===== src/hdl/rid_pkg.sv =====
`default_nettype none
package rid_pkg;

	localparam int ROW_INDEX_BITS_DEF = 20;
	localparam int COL_INDEX_BITS_DEF = 16;

	localparam int ADDR_W = 4;

	// input function codes
	localparam logic [1:0] FUNC_SCALE   = 2'd0;
	localparam logic [1:0] FUNC_DATA    = 2'd1;
	localparam logic [1:0] FUNC_OUTLIER = 2'd2;

	// register indexes
	localparam logic [1:0] REG_FORMAT = 2'd0;
	localparam logic [1:0] REG_ROWS   = 2'd1;
	localparam logic [1:0] REG_COLS   = 2'd2;

	localparam logic [31:0] QNAN = 32'h7FC0_0000;

	// 1e-8f as mantissa * 2^exp
	localparam logic        [23:0] TINY_MANT = 24'hABCC77;
	localparam logic signed [6:0]  TINY_EXP  = -7'sd50;

	typedef enum logic [1:0] {
		CLS_ZERO,
		CLS_FIN,
		CLS_INF,
		CLS_NAN
	} cls_t;

	// unrounded product: value = mag * 2^expo
	typedef struct packed {
		logic               sign;
		cls_t               cls;
		logic        [31:0] mag;
		logic signed [6:0]  expo;
	} lane_t;

	typedef struct packed {
		logic        fmt;
		logic [20:0] rows;
		logic [16:0] cols;
	} cfg_t;

	typedef struct packed {
		logic valid;
		logic pair;
	} s1_ctl_t;

endpackage
`default_nettype wire


===== src/hdl/rid_if.sv =====
`default_nettype none
interface rid_in_if #(
	parameter int RB = 20,
	parameter int CB = 16
);
	logic          valid;
	logic          ready;
	logic [1:0]    func;
	logic [15:0]   payload;
	logic [RB-1:0] outlier_row;
	logic [CB-1:0] outlier_col;

	modport source (output valid, func, payload, outlier_row, outlier_col, input ready);
	modport sink (input valid, func, payload, outlier_row, outlier_col, output ready);
endinterface

interface rid_out_if #(
	parameter int RB = 20,
	parameter int CB = 16
);
	logic          valid;
	logic          ready;
	logic [RB-1:0] out_row;
	logic [CB-1:0] out_col;
	logic [31:0]   value_bits;
	logic          last_of_run;

	modport source (output valid, out_row, out_col, value_bits, last_of_run, input ready);
	modport sink (input valid, out_row, out_col, value_bits, last_of_run, output ready);
endinterface
`default_nettype wire


===== src/hdl/rid_apb_regs.sv =====
`default_nettype none
module rid_apb_regs
	import rid_pkg::*;
(
	input  wire logic              clk,
	input  wire logic              arst_n,
	input  wire logic              psel,
	input  wire logic              penable,
	input  wire logic              pwrite,
	input  wire logic [ADDR_W-1:0] paddr,
	input  wire logic [31:0]       pwdata,
	output logic      [31:0]       prdata,
	output logic                   pready,
	output cfg_t                   cfg
);
	cfg_t       cfg_q;
	logic [1:0] idx;

	assign idx    = paddr[3:2];
	assign pready = 1'b1;
	assign cfg    = cfg_q;

	always_ff @(posedge clk or negedge arst_n) begin
		if (!arst_n) begin
			cfg_q.fmt  <= 1'b0;
			cfg_q.rows <= 21'd1;
			cfg_q.cols <= 17'd1;
		end else if (psel && penable && pwrite) begin
			unique case (idx)
				REG_FORMAT: cfg_q.fmt  <= pwdata[0];
				REG_ROWS:   cfg_q.rows <= pwdata[20:0];
				REG_COLS:   cfg_q.cols <= pwdata[16:0];
				default: ;
			endcase
		end
	end

	always_comb begin
		unique case (idx)
			REG_FORMAT: prdata = {31'b0, cfg_q.fmt};
			REG_ROWS:   prdata = {11'b0, cfg_q.rows};
			REG_COLS:   prdata = {15'b0, cfg_q.cols};
			default:    prdata = 32'b0;
		endcase
	end
endmodule
`default_nettype wire


===== src/hdl/rid_front.sv =====
`default_nettype none
module rid_front
	import rid_pkg::*;
#(
	parameter int ROW_INDEX_BITS = ROW_INDEX_BITS_DEF,
	parameter int COL_INDEX_BITS = COL_INDEX_BITS_DEF
)(
	input  wire logic                      clk,
	input  wire logic                      arst_n,
	rid_in_if.sink                         din,
	input  cfg_t                           cfg,
	input  wire logic                      adv,
	output s1_ctl_t                        ctl,
	output lane_t                          lane_s1 [2],
	output logic      [ROW_INDEX_BITS-1:0] row_s1 [2],
	output logic      [COL_INDEX_BITS-1:0] col_s1 [2]
);
	localparam int RB = ROW_INDEX_BITS;
	localparam int CB = COL_INDEX_BITS;

	typedef struct packed {
		logic               sign;
		cls_t               cls;
		logic        [23:0] m;
		logic signed [6:0]  e;
	} scale_t;

	function automatic scale_t decode(input logic [15:0] h, input logic tiny);
		scale_t s;
		s.sign = h[15];
		s.m    = {13'b0, 1'b1, h[9:0]};
		s.e    = $signed({2'b00, h[14:10]}) - 7'sd25;
		s.cls  = CLS_FIN;
		if (h[14:10] == 5'h1F) begin
			s.cls = (h[9:0] != 10'b0) ? CLS_NAN : CLS_INF;
		end else if (h[14:10] == 5'h00) begin
			s.m = {14'b0, h[9:0]};
			s.e = -7'sd24;
			if (h[9:0] == 10'b0) begin
				s.cls = CLS_ZERO;
				if (tiny) begin
					s.sign = 1'b0;
					s.cls  = CLS_FIN;
					s.m    = TINY_MANT;
					s.e    = TINY_EXP;
				end
			end
		end
		return s;
	endfunction

	function automatic lane_t mul(input scale_t s, input logic [7:0] q);
		lane_t      l;
		logic [7:0] qa;
		qa     = q[7] ? 8'(-q) : q;
		l.sign = s.sign ^ q[7];
		l.mag  = {24'b0, qa} * {8'b0, s.m};
		l.expo = s.e;
		unique case (s.cls)
			CLS_NAN:  l.cls = CLS_NAN;
			CLS_INF:  l.cls = (qa == 8'b0) ? CLS_NAN : CLS_INF;
			CLS_ZERO: l.cls = CLS_ZERO;
			default:  l.cls = (qa == 8'b0) ? CLS_ZERO : CLS_FIN;
		endcase
		return l;
	endfunction

	logic [15:0]   scale_q;
	logic [RB-1:0] row_q;
	logic [CB-1:0] col_q;
	logic          v_s1, pair_s1;

	logic          acc, ended0, ended1, pair, in_bnd;
	logic [16:0]   ccap, cl;
	logic [32:0]   rcap, rl;
	logic [CB-1:0] col1;
	logic [RB-1:0] row_adv;
	logic [7:0]    b, q0, q1;
	scale_t        sd, so;

	assign din.ready = !v_s1 || adv;
	assign acc       = din.valid && din.ready;
	assign ctl.valid = v_s1;
	assign ctl.pair  = pair_s1;

	always_comb begin
		ccap    = 17'd1 << CB;
		rcap    = 33'd1 << RB;
		cl      = (cfg.cols == 17'd0) ? 17'd1 : ((cfg.cols > ccap) ? ccap : cfg.cols);
		rl      = (cfg.rows == 21'd0) ? 33'd1 :
		          ((33'(cfg.rows) > rcap) ? rcap : 33'(cfg.rows));
		ended0  = 17'({1'b0, col_q} + 1'b1) >= cl;
		col1    = col_q + 1'b1;
		ended1  = 17'({1'b0, col1} + 1'b1) >= cl;
		pair    = cfg.fmt && !ended0;
		row_adv = (33'(row_q) + 33'd1 >= rl) ? '0 : row_q + 1'b1;
		in_bnd  = (33'(din.outlier_row) < rl) && (17'(din.outlier_col) < cl);
		b       = din.payload[7:0];
		q0      = cfg.fmt ? {{4{b[3]}}, b[3:0]} : b;
		q1      = {{4{b[7]}}, b[7:4]};
		sd      = decode(scale_q, 1'b1);
		so      = decode(din.payload, 1'b0);
	end

	always_ff @(posedge clk or negedge arst_n) begin
		if (!arst_n) begin
			scale_q <= '0;
			row_q   <= '0;
			col_q   <= '0;
			v_s1    <= 1'b0;
			pair_s1 <= 1'b0;
		end else if (acc) begin
			v_s1    <= 1'b0;
			pair_s1 <= 1'b0;
			unique case (din.func)
				FUNC_SCALE: scale_q <= din.payload;
				FUNC_DATA: begin
					v_s1    <= 1'b1;
					pair_s1 <= pair;
					if (pair) begin
						col_q <= ended1 ? '0 : col1 + 1'b1;
						if (ended1) row_q <= row_adv;
					end else begin
						col_q <= ended0 ? '0 : col1;
						if (ended0) row_q <= row_adv;
					end
				end
				FUNC_OUTLIER: v_s1 <= in_bnd;
				default: ;
			endcase
		end else if (adv) begin
			v_s1 <= 1'b0;
		end
	end

	always_ff @(posedge clk) begin
		if (acc) begin
			if (din.func == FUNC_OUTLIER) begin
				lane_s1[0] <= mul(so, 8'd1);
				row_s1[0]  <= din.outlier_row;
				col_s1[0]  <= din.outlier_col;
			end else begin
				lane_s1[0] <= mul(sd, q0);
				row_s1[0]  <= row_q;
				col_s1[0]  <= col_q;
			end
			lane_s1[1] <= mul(sd, q1);
			row_s1[1]  <= row_q;
			col_s1[1]  <= col1;
		end
	end
endmodule
`default_nettype wire


===== src/hdl/rid_round.sv =====
`default_nettype none
module rid_round
	import rid_pkg::*;
(
	input  lane_t       lane,
	output logic [31:0] bits
);
	logic [4:0]  p;
	logic [31:0] norm;
	logic [23:0] mant;
	logic [24:0] m25;
	logic        up;
	logic [9:0]  bexp;

	always_comb begin
		p = 5'd0;
		for (int i = 0; i < 32; i++) begin
			if (lane.mag[i]) p = 5'(i);
		end
		norm = lane.mag << (5'd31 - p);
		mant = norm[31:8];
		up   = norm[7] && ((|norm[6:0]) || mant[0]);
		m25  = {1'b0, mant} + {24'b0, up};
		bexp = {5'b0, p} + {{3{lane.expo[6]}}, lane.expo} + 10'd127 + {9'b0, m25[24]};
		unique case (lane.cls)
			CLS_NAN:  bits = QNAN;
			CLS_INF:  bits = {lane.sign, 8'hFF, 23'b0};
			CLS_ZERO: bits = {lane.sign, 31'b0};
			default:  bits = {lane.sign, bexp[7:0], m25[22:0]};
		endcase
	end
endmodule
`default_nettype wire


===== src/hdl/rowwise_int_dequantizer.sv =====
// Channel | dir | word                                          | accepted when
// din     | in  | func, payload, outlier_row, outlier_col       | valid && ready
// dout    | out | out_row, out_col, value_bits, last_of_run     | valid && ready
// apb     | in  | format, row_count, col_count at 0x0/0x4/0x8   | psel&penable&pwrite
//
// Two stages: s1 (position tracking, fp16 decode, 8x24 multiply), s2 (normalize,
// round to nearest even). The s1 and s2 registers lie between din and dout.
// One input word per cycle unless the output stalls; int4 bytes give two results
// (one at the end of a row), sent as two words, so the output port sets the rate.
// Reset: format int8, 1 row, 1 column, positions 0, scale 0 (acts as 1e-8).
// Output stall backs up s2, then s1, then din.ready, with no bubbles.
`default_nettype none
module rowwise_int_dequantizer
	import rid_pkg::*;
#(
	parameter int ROW_INDEX_BITS = ROW_INDEX_BITS_DEF,
	parameter int COL_INDEX_BITS = COL_INDEX_BITS_DEF
)(
	input  wire logic              clk,
	input  wire logic              arst_n,
	input  wire logic              psel,
	input  wire logic              penable,
	input  wire logic              pwrite,
	input  wire logic [ADDR_W-1:0] paddr,
	input  wire logic [31:0]       pwdata,
	output logic      [31:0]       prdata,
	output logic                   pready,
	rid_in_if.sink                 din,
	rid_out_if.source              dout
);
	localparam int RB = ROW_INDEX_BITS;
	localparam int CB = COL_INDEX_BITS;

	cfg_t          cfg;
	s1_ctl_t       ctl;
	lane_t         lane_s1 [2];
	logic [RB-1:0] row_s1 [2];
	logic [CB-1:0] col_s1 [2];
	logic [31:0]   bits [2];

	// s2: rounded results, drained one per output word
	logic          v_s2, pair_s2, idx_q;
	logic [31:0]   bits_s2 [2];
	logic [RB-1:0] row_s2 [2];
	logic [CB-1:0] col_s2 [2];
	logic          last, adv;

	rid_apb_regs u_regs (
		.clk, .arst_n, .psel, .penable, .pwrite, .paddr, .pwdata,
		.prdata, .pready, .cfg
	);

	rid_front #(
		.ROW_INDEX_BITS(RB),
		.COL_INDEX_BITS(CB)
	) u_front (
		.clk, .arst_n, .din, .cfg, .adv, .ctl, .lane_s1, .row_s1, .col_s1
	);

	rid_round u_round0 (.lane(lane_s1[0]), .bits(bits[0]));
	rid_round u_round1 (.lane(lane_s1[1]), .bits(bits[1]));

	// last word of the item currently in s2
	assign last = !pair_s2 || idx_q;
	assign adv  = !v_s2 || (dout.ready && last);

	assign dout.valid       = v_s2;
	assign dout.out_row     = idx_q ? row_s2[1] : row_s2[0];
	assign dout.out_col     = idx_q ? col_s2[1] : col_s2[0];
	assign dout.value_bits  = idx_q ? bits_s2[1] : bits_s2[0];
	assign dout.last_of_run = last;

	always_ff @(posedge clk or negedge arst_n) begin
		if (!arst_n) begin
			v_s2    <= 1'b0;
			pair_s2 <= 1'b0;
			idx_q   <= 1'b0;
		end else if (adv) begin
			v_s2    <= ctl.valid;
			pair_s2 <= ctl.pair;
			idx_q   <= 1'b0;
		end else if (dout.ready) begin
			idx_q <= 1'b1;
		end
	end

	always_ff @(posedge clk) begin
		if (adv) begin
			bits_s2 <= bits;
			row_s2  <= row_s1;
			col_s2  <= col_s1;
		end
	end

	a_pair_follows: assert property (@(posedge clk) disable iff (!arst_n)
		dout.valid && dout.ready && !dout.last_of_run |=> dout.valid && dout.last_of_run)
		else $error("second word of a pair missing");

	a_pair_same_row: assert property (@(posedge clk) disable iff (!arst_n)
		v_s2 && pair_s2 |-> row_s2[1] == row_s2[0])
		else $error("int4 pair spans rows");

	a_idx_in_pair: assert property (@(posedge clk) disable iff (!arst_n)
		idx_q |-> v_s2 && pair_s2)
		else $error("second lane selected outside a pair");
endmodule
`default_nettype wire

===== src/flat_wrapper.sv =====
// flat-port wrapper written by rule: the top's interface ports become plain ports
module rowwise_int_dequantizer_flat import rid_pkg::*;
#(
	parameter int ROW_INDEX_BITS = ROW_INDEX_BITS_DEF,
	parameter int COL_INDEX_BITS = COL_INDEX_BITS_DEF
)
  (clk, arst_n, psel, penable, pwrite, paddr, pwdata, prdata, pready, din_valid, din_func, din_payload, din_outlier_row, din_outlier_col, din_ready, dout_valid, dout_out_row, dout_out_col, dout_value_bits, dout_last_of_run, dout_ready);
  rid_in_if din_i ();
  rid_out_if dout_i ();
  input  wire logic clk;
  input  wire logic arst_n;
  input  wire logic psel;
  input  wire logic penable;
  input  wire logic pwrite;
  input  wire logic [ADDR_W-1:0] paddr;
  input  wire logic [31:0] pwdata;
  output logic      [31:0] prdata;
  output logic pready;
  input wire logic [$bits(din_i.valid)-1:0] din_valid;
  input wire logic [$bits(din_i.func)-1:0] din_func;
  input wire logic [$bits(din_i.payload)-1:0] din_payload;
  input wire logic [$bits(din_i.outlier_row)-1:0] din_outlier_row;
  input wire logic [$bits(din_i.outlier_col)-1:0] din_outlier_col;
  output wire logic [$bits(din_i.ready)-1:0] din_ready;
  output wire logic [$bits(dout_i.valid)-1:0] dout_valid;
  output wire logic [$bits(dout_i.out_row)-1:0] dout_out_row;
  output wire logic [$bits(dout_i.out_col)-1:0] dout_out_col;
  output wire logic [$bits(dout_i.value_bits)-1:0] dout_value_bits;
  output wire logic [$bits(dout_i.last_of_run)-1:0] dout_last_of_run;
  input wire logic [$bits(dout_i.ready)-1:0] dout_ready;
  assign din_i.valid = din_valid;
  assign din_i.func = din_func;
  assign din_i.payload = din_payload;
  assign din_i.outlier_row = din_outlier_row;
  assign din_i.outlier_col = din_outlier_col;
  assign din_ready = din_i.ready;
  assign dout_valid = dout_i.valid;
  assign dout_out_row = dout_i.out_row;
  assign dout_out_col = dout_i.out_col;
  assign dout_value_bits = dout_i.value_bits;
  assign dout_last_of_run = dout_i.last_of_run;
  assign dout_i.ready = dout_ready;
  rowwise_int_dequantizer #(.ROW_INDEX_BITS(ROW_INDEX_BITS), .COL_INDEX_BITS(COL_INDEX_BITS)) u_core (.clk(clk), .arst_n(arst_n), .psel(psel), .penable(penable), .pwrite(pwrite), .paddr(paddr), .pwdata(pwdata), .prdata(prdata), .pready(pready), .din(din_i), .dout(dout_i));
endmodule

===== config.mk =====
export PLATFORM = sky130hd
export DESIGN_NAME = rowwise_int_dequantizer_flat
export DESIGN_NICKNAME = d
export VERILOG_FILES = /design/src/hdl/rid_pkg.sv /design/src/hdl/rid_if.sv /design/src/hdl/rid_apb_regs.sv /design/src/hdl/rid_front.sv /design/src/hdl/rid_round.sv /design/src/hdl/rowwise_int_dequantizer.sv /design/src/flat_wrapper.sv
export SDC_FILE = /design/constraint.sdc
export NUM_CORES = 2
export LEC_CHECK = 0
export BUFFER_PORTS_ARGS = -buffer_cell sky130_fd_sc_hd__buf_2
export CAP_MARGIN = 20
export CORE_MARGIN = 2
export CORE_UTILIZATION = 60
export DETAILED_ROUTE_END_ITERATION = 10
export PLACE_DENSITY = 0.79
export SYNTH_ARGS = -nofsm -noshare
export SYNTH_HDL_FRONTEND = slang
export SYNTH_SLANG_ARGS = --single-unit
export TNS_END_PERCENT = 5

===== constraint.sdc =====
create_clock -name clk -period 9.7 [get_ports clk]
set_clock_uncertainty 0.15 [all_clocks]
set_input_delay 2.425 -clock clk [delete_from_list [all_inputs] [get_ports clk]]
set_output_delay 2.425 -clock clk [all_outputs]
set_load 0.005 [all_outputs]

After elaboration in Yosys (flattened, before gate mapping) --
Cells that the tools add are included.
Storage, ports and cells: register bits after elaboration 388, input bits 97, output and inout bits 104, word-level logic and storage cells 231
Operators by class: add/subtract/negate cells 20, multipliers 2, order comparisons 7, eq/ne operators 15, shift operators 2, muxes and demuxes 109, bitwise gates (word level) 2, reductions and logical operators 44
Operator list (number):
- $mux 5 | 60
- $pmux 32 s3 | 2
- $mux 20 | 6
- $mux 16 | 5
- $mux 34 | 2
- $mul 8x24->32 | 2
- $shl 32x5->32 | 2
- $pmux 21 s3 | 1
- $mux 31 | 2
- $add 24x1->25 | 2
- $mux 21 | 2
- $mux 42 | 1
- $add 16x1->17 const B | 2
- $ge 17x17->1 | 2
- $mux 17 | 2
- $mux 33 | 1
- $add 16x1->16 const B | 2
- $mux 32 | 1
- $mux 8 | 3
- $add 20x1->21 const B | 1
- $ge 21x21->1 | 1
- $gt 21x21->1 const B | 1
- $logic_not 21->1 | 1
- $lt 20x21->1 | 1
- other kinds (31) | 96

Logic depth before layout (Yosys ltp) --
depth after elaboration 39, mapped depth 30, depth with buffers taken out 28

Cells and area by module --
From an unflattened synthesis, not the netlist that was laid out.
Unflattened totals: cells, all modules 3609, area, all modules 35069.9 um^2
Modules (own cells, without submodules):
- rid_front | times used 1, cells each 2121, area each 20951.3 um^2, sequential area each 6035.8 um^2
- rid_round | times used 2, cells each 567, area each 3617.2 um^2, sequential area each 0.0 um^2
- rowwise_int_dequantizer | times used 1, cells each 226, area each 5081.1 um^2, sequential area each 4159.0 um^2
- rid_apb_regs | times used 1, cells each 128, area each 1803.0 um^2, sequential area each 978.4 um^2

Worst setup path after synthesis --
OpenSTA, ideal clock, no wires.
path type input to register, start point in din_payload[0], end point reg, netlist name u_core.u_front.lane_s1[80], library setup time 266 ps, arrival time 9081 ps, required time 9284 ps, path slack 203 ps, stages on the path 27, buffers on the path 2, cell sequence clkbuf_1 inv_1 ha_1 or3b_2 o31ai_1 xor2_1 nor2_1 clkbuf_1 o21ai_0 fa_1 fa_1 inv_1 fa_1 fa_1 ha_1 o21a_1 o31a_1 o32ai_1 o21ai_0 nand4_1 a31oi_1 o41ai_1 o21ai_0 o41ai_1 o21ai_0 xnor2_1 nor2_1
On the way: longest elaborated chain between the ends 4
RTL lines:
- start: declaration | line flat_wrapper.sv:21 | input wire logic [$bits(din_i.payload)-1:0] din_payload;
- $mux 8 (*) | line rid_front.sv:99 | q0 = cfg.fmt ? {{4{b[3]}}, b[3:0]} : b;
- $neg 8->8 | line rid_front.sv:55 | qa = q[7] ? 8'(-q) : q;
- $mux 8 (*) | line rid_front.sv:55
- $mul 8x24->32 (*) | line rid_front.sv:57 | l.mag = {24'b0, qa} * {8'b0, s.m};
Every way passes the cells marked *; elsewhere a longest branch is shown, timed or not. A chain may end at the register's enable or synchronous reset.

Final worst setup path --
start point in din_payload[0], end point reg, netlist name u_core.u_front.lane_s1[80]
On the way: longest elaborated chain between the ends 4
RTL lines (line):
- $mux 8 (*) | rid_front.sv:99
- $neg 8->8 | rid_front.sv:55
- $mux 8 (*) | rid_front.sv:55
- $mul 8x24->32 (*) | rid_front.sv:57
Marks and branches as above.

==> impl_metrics.yaml <==
outcome:
  status: "finished clean"
critical_path:
  cp-end-kind: "register"
  cpMaxStageDelayCell: "fa_1"
  crit_start: "din_payload[0]"
  reg2reg_to: "u_core.u_front.lane_s1[80]"
  critical_path_arrival_ns: 9.25
  slowest_delay_ns: 0.53
  startpoint_type: "primary input"
  reg2reg_depth: 24
  worst_path_most_repeated_cell: "fa_1"
  worstSetupPathType: "in2reg"
  worstSetupEndpoint: "u_core.u_front.lane_s1[80]"
  reg2reg_slack_ns: 1.73
  worstReg2RegStart: "u_core.u_front.scale_q[9]"
  crit_fanout: 9
  required_ns: 9.87
cts:
  ctsHoldBuffers: 0
  h-tree-depth: 2
  clock_path_buffers: 3
  cts_tree: "built"
  postCtsSetupBuffers: 0
  cts-buffers-inserted: 42
  root_buffer: "clkbuf_16"
  clkSlewWorstSetupHoldPaths_ns: 0.06
  clk-insertion-delay-late_ns: 0.59
  cts_sinks: 388
  cts_resized: 0
global_route:
  antenna_found_initial: 4
  grt_max_degree: 76
  grt_pass1_wl_um: 136000
  grt_overflow: 0
  grt_pass1_vias: 25300
  grtUsageTotal: 0.296
drt:
  vias_per_cell: 6.11
  drc_errors: 0
  vias: 26300
  routed_wl_um: 85600
  wire_per_inst_um: 19.9
  ant_nets: 0
  first_pass_iters: 7
  drt_iter0_drc: 2727
power_and_ir_drop:
  p_int_uw: 5030
  vdd_drop_max_mv: 0.155
  p_sw_frac: 0.425
  power_frac_seq: 0.316
  fin_total_pwr_uw: 8740
  clockPowerShare: 0.175
  p_switching_uw: 3710
  combinationalPowerShare: 0.509
  power_density_nw_per_um2: 239
  p_leak_uw: 0.0165
sta:
  setup_violations: 0
  timing_hold_violations_final: 0
  tns_ns: 0
  timing.final.crit_share: 0.936
  slew_violations: 0
  rsz0062_at_grt: "false"
  tightestPinTransition_ns: 0.992
  max-slew-margin-rel: 0.334
  fmax_ghz: 0.110
  period_minus_slack_ns: 9.08
synth:
  synth_cell_types: 111
  async_flop_share: 0.247
  ys_seq_elements: 388
  yosys_warnings: 0
  synth_enable_flop_cells: 292
  synthCells: 3337
  synthAdderAreaFrac: 0.211
  synth_xor_xnor_area_share: 0.0381
  syn_avg_cell_area_um2: 10.0
  synth-compound-area-share: 0.136
  synth_top_family_by_area: "adder cells"
  synth.mux.area_fraction: 0.0803
  synth_ff_type: "edfxtp_1"
  synth_area_um2: 33500
  synthSimpleGateAreaFrac: 0.148
  seq_area_frac_synth: 0.333
place:
  postPlaceCellArea_um2: 35200
  place_hpwl_um: 65400
  place.gp.congestion: 0.950
  portBuffers: 175
  dp_cells: 4227
die:
  rows: 86
  core_um2: 55200
  fp.dieH_um: 240
  die_area_um2: 57800
  initial_utilization: 0.607
  io_pins: 201
  die_x_um: 240
cells_and_area:
  area_growth_syn_to_layout_pct: 9.10
  drive_gt1_frac: 0.149
  final-instance-count-excl-fill: 4308
  nNetsFinal: 4076
  nFillCells: 4321
  multi_input_area_um2: 20900
  post-route-cell-area_um2: 36600
  regArea_um2: 11200
flow_run:
  maxCapViolCount: 0
min_path:
  hp-class: "reg2reg"
==> area by class of cell <==
| cell class | count | share of cell area |
|---|---|---|
| Multi-Input combinational cell | 2595 | 0.571 |
| Sequential cell | 388 | 0.306 |
| Timing Repair Buffer | 211 | 0.0314 |
| Clock buffer | 47 | 0.0298 |
| Inverter | 286 | 0.0296 |
| Tap cell | 748 | 0.0256 |
| Clock inverter | 29 | 0.00636 |
| Antenna cell | 4 | 0.000274 |
==> registers in the layout, indices dropped and copies added (netlist names) <==
name,count
u_core.bits_s2,64
u_core.col_s2,32
u_core.dout.valid,1
u_core.idx_q,1
u_core.pair_s2,1
u_core.row_s2,40
u_core.u_front.col_q,16
u_core.u_front.col_s1,32
u_core.u_front.lane_s1,84
u_core.u_front.pair_s1,1
u_core.u_front.row_q,20
u_core.u_front.row_s1,40
u_core.u_front.scale_q,16
u_core.u_front.v_s1,1
u_core.u_regs.cfg,39
==> worst min path at each step <==
stage                     cells past startpoint                       from           endpoint
after CTS                                     0  u_core.u_front.row_s1[38]  u_core.row_s2[38]
after global routing                          0  u_core.u_front.row_s1[38]  u_core.row_s2[38]
after global placement                        0   u_core.u_front.row_s1[7]   u_core.row_s2[7]
after detailed placement                      0  u_core.u_front.col_s1[13]  u_core.col_s2[13]
final                                         0  u_core.u_front.row_s1[38]  u_core.row_s2[38]
after floorplan                               0   u_core.u_front.col_s1[0]   u_core.col_s2[0]
==> routing by layer <==
metal	GRT usage	vias up	wire [µm]
met5	0	-	0
met4	0.0804	0	2160
met3	0.0440	149	6840
met2	0.461	1125	39100
met1	0.433	12700	37500
li1	-	12300	-
==> cell usage after synthesis, drive strengths merged (8+ instances only) <==
library cell	n	area share
clkbuf	87	0.0097
o211ai	30	0.0069
nand4	33	0.0062
nand3	85	0.013
nor3b	9	0.0023
a211oi	30	0.0072
o21bai	9	0.0020
a22o	20	0.0052
nor4	41	0.010
xnor2	89	0.023
xor2	57	0.015
o31ai	13	0.0036
a32oi	9	0.0028
nor2	268	0.031
or4	12	0.0027
ha	271	0.10
and3	32	0.0060
a22oi	8	0.0018
mux2i	79	0.024
a21boi	10	0.0022
a221oi	24	0.0068
nand2	283	0.032
o21a	30	0.0067
o22ai	12	0.0022
a21o	58	0.013
inv	284	0.032
a21oi	122	0.018
dfrtp	94	0.070
mux2	166	0.056
buf	57	0.011
a31oi	23	0.0047
o221ai	12	0.0033
nor3	84	0.013
nor2b	32	0.0060
a2111oi	9	0.0029
edfxtp	292	0.26
o41ai	8	0.0021
and2	29	0.0054
or2	14	0.0026
o21ai	174	0.026
nand2b	47	0.0088
fa	184	0.11
or3	11	0.0021
==> stage by stage <==
stage	utilization	hold WS [ns]	setup slack (ns)
detailed placement	0.638	0.255	-0.0626
global placement	0.638	0.250	0.110
CTS	0.662	0.239	0.544
finish	0.662	0.244	0.621
floorplan	-	0.250	0.203
global route	0.662	0.251	0.103
==> worst max-delay path, delay by kind of cell <==
family / cells / cell delay, ns
AOI/OAI and AO/OA: 8 / 2.11
buffers and inverters: 4 / 0.53
adders and majority gates: 6 / 2.51
and+or+nand+nor: 6 / 1.41
xor gates and xnor gates: 2 / 0.28
==> placed cells by master, fill, tap and decap left out, types with 78 or more instances in the layout <==
| cell | synthesis | routed |
|---|---|---|
| a21oi_1 | 122 | 122 |
| buf_2 | 19 | 174 |
| conb_1 | 2 | 78 |
| dfrtp_1 | 94 | 93 |
| edfxtp_1 | 292 | 292 |
| fa_1 | 184 | 184 |
| ha_1 | 271 | 270 |
| inv_1 | 276 | 275 |
| mux2_2 | 165 | 165 |
| mux2i_1 | 78 | 78 |
| nand2_1 | 281 | 281 |
| nand3_1 | 84 | 84 |
| nor2_1 | 265 | 265 |
| nor3_1 | 79 | 79 |
| o21ai_0 | 153 | 153 |
| xnor2_1 | 89 | 89 |
==> cells by family (layout without fill, tap and decap cells) <==
logic type / after synthesis / count (layout)
muxes: 246 / 246
AOI/OAI and AO/OA: 665 / 665
adders and majority gates: 455 / 455
DFF: 388 / 388
and+or+nand+nor: 1005 / 1005
xor gates and xnor gates: 146 / 146
other: 2 / 82
buffers and inverters: 430 / 573
==> power groups by stage <==
stage | Clock (µW) | Sequential, µW | Combinational, µW
2_1_floorplan | 0 | 2580 | 3310
3_3_place_gp | 0 | 2750 | 4230
3_5_place_dp | 0 | 2770 | 4330
4_1_cts | 1560 | 2740 | 4370
5_1_grt | 1620 | 2800 | 4950
6_report | 1530 | 2760 | 4450
(Power assumes the default switching activity.)
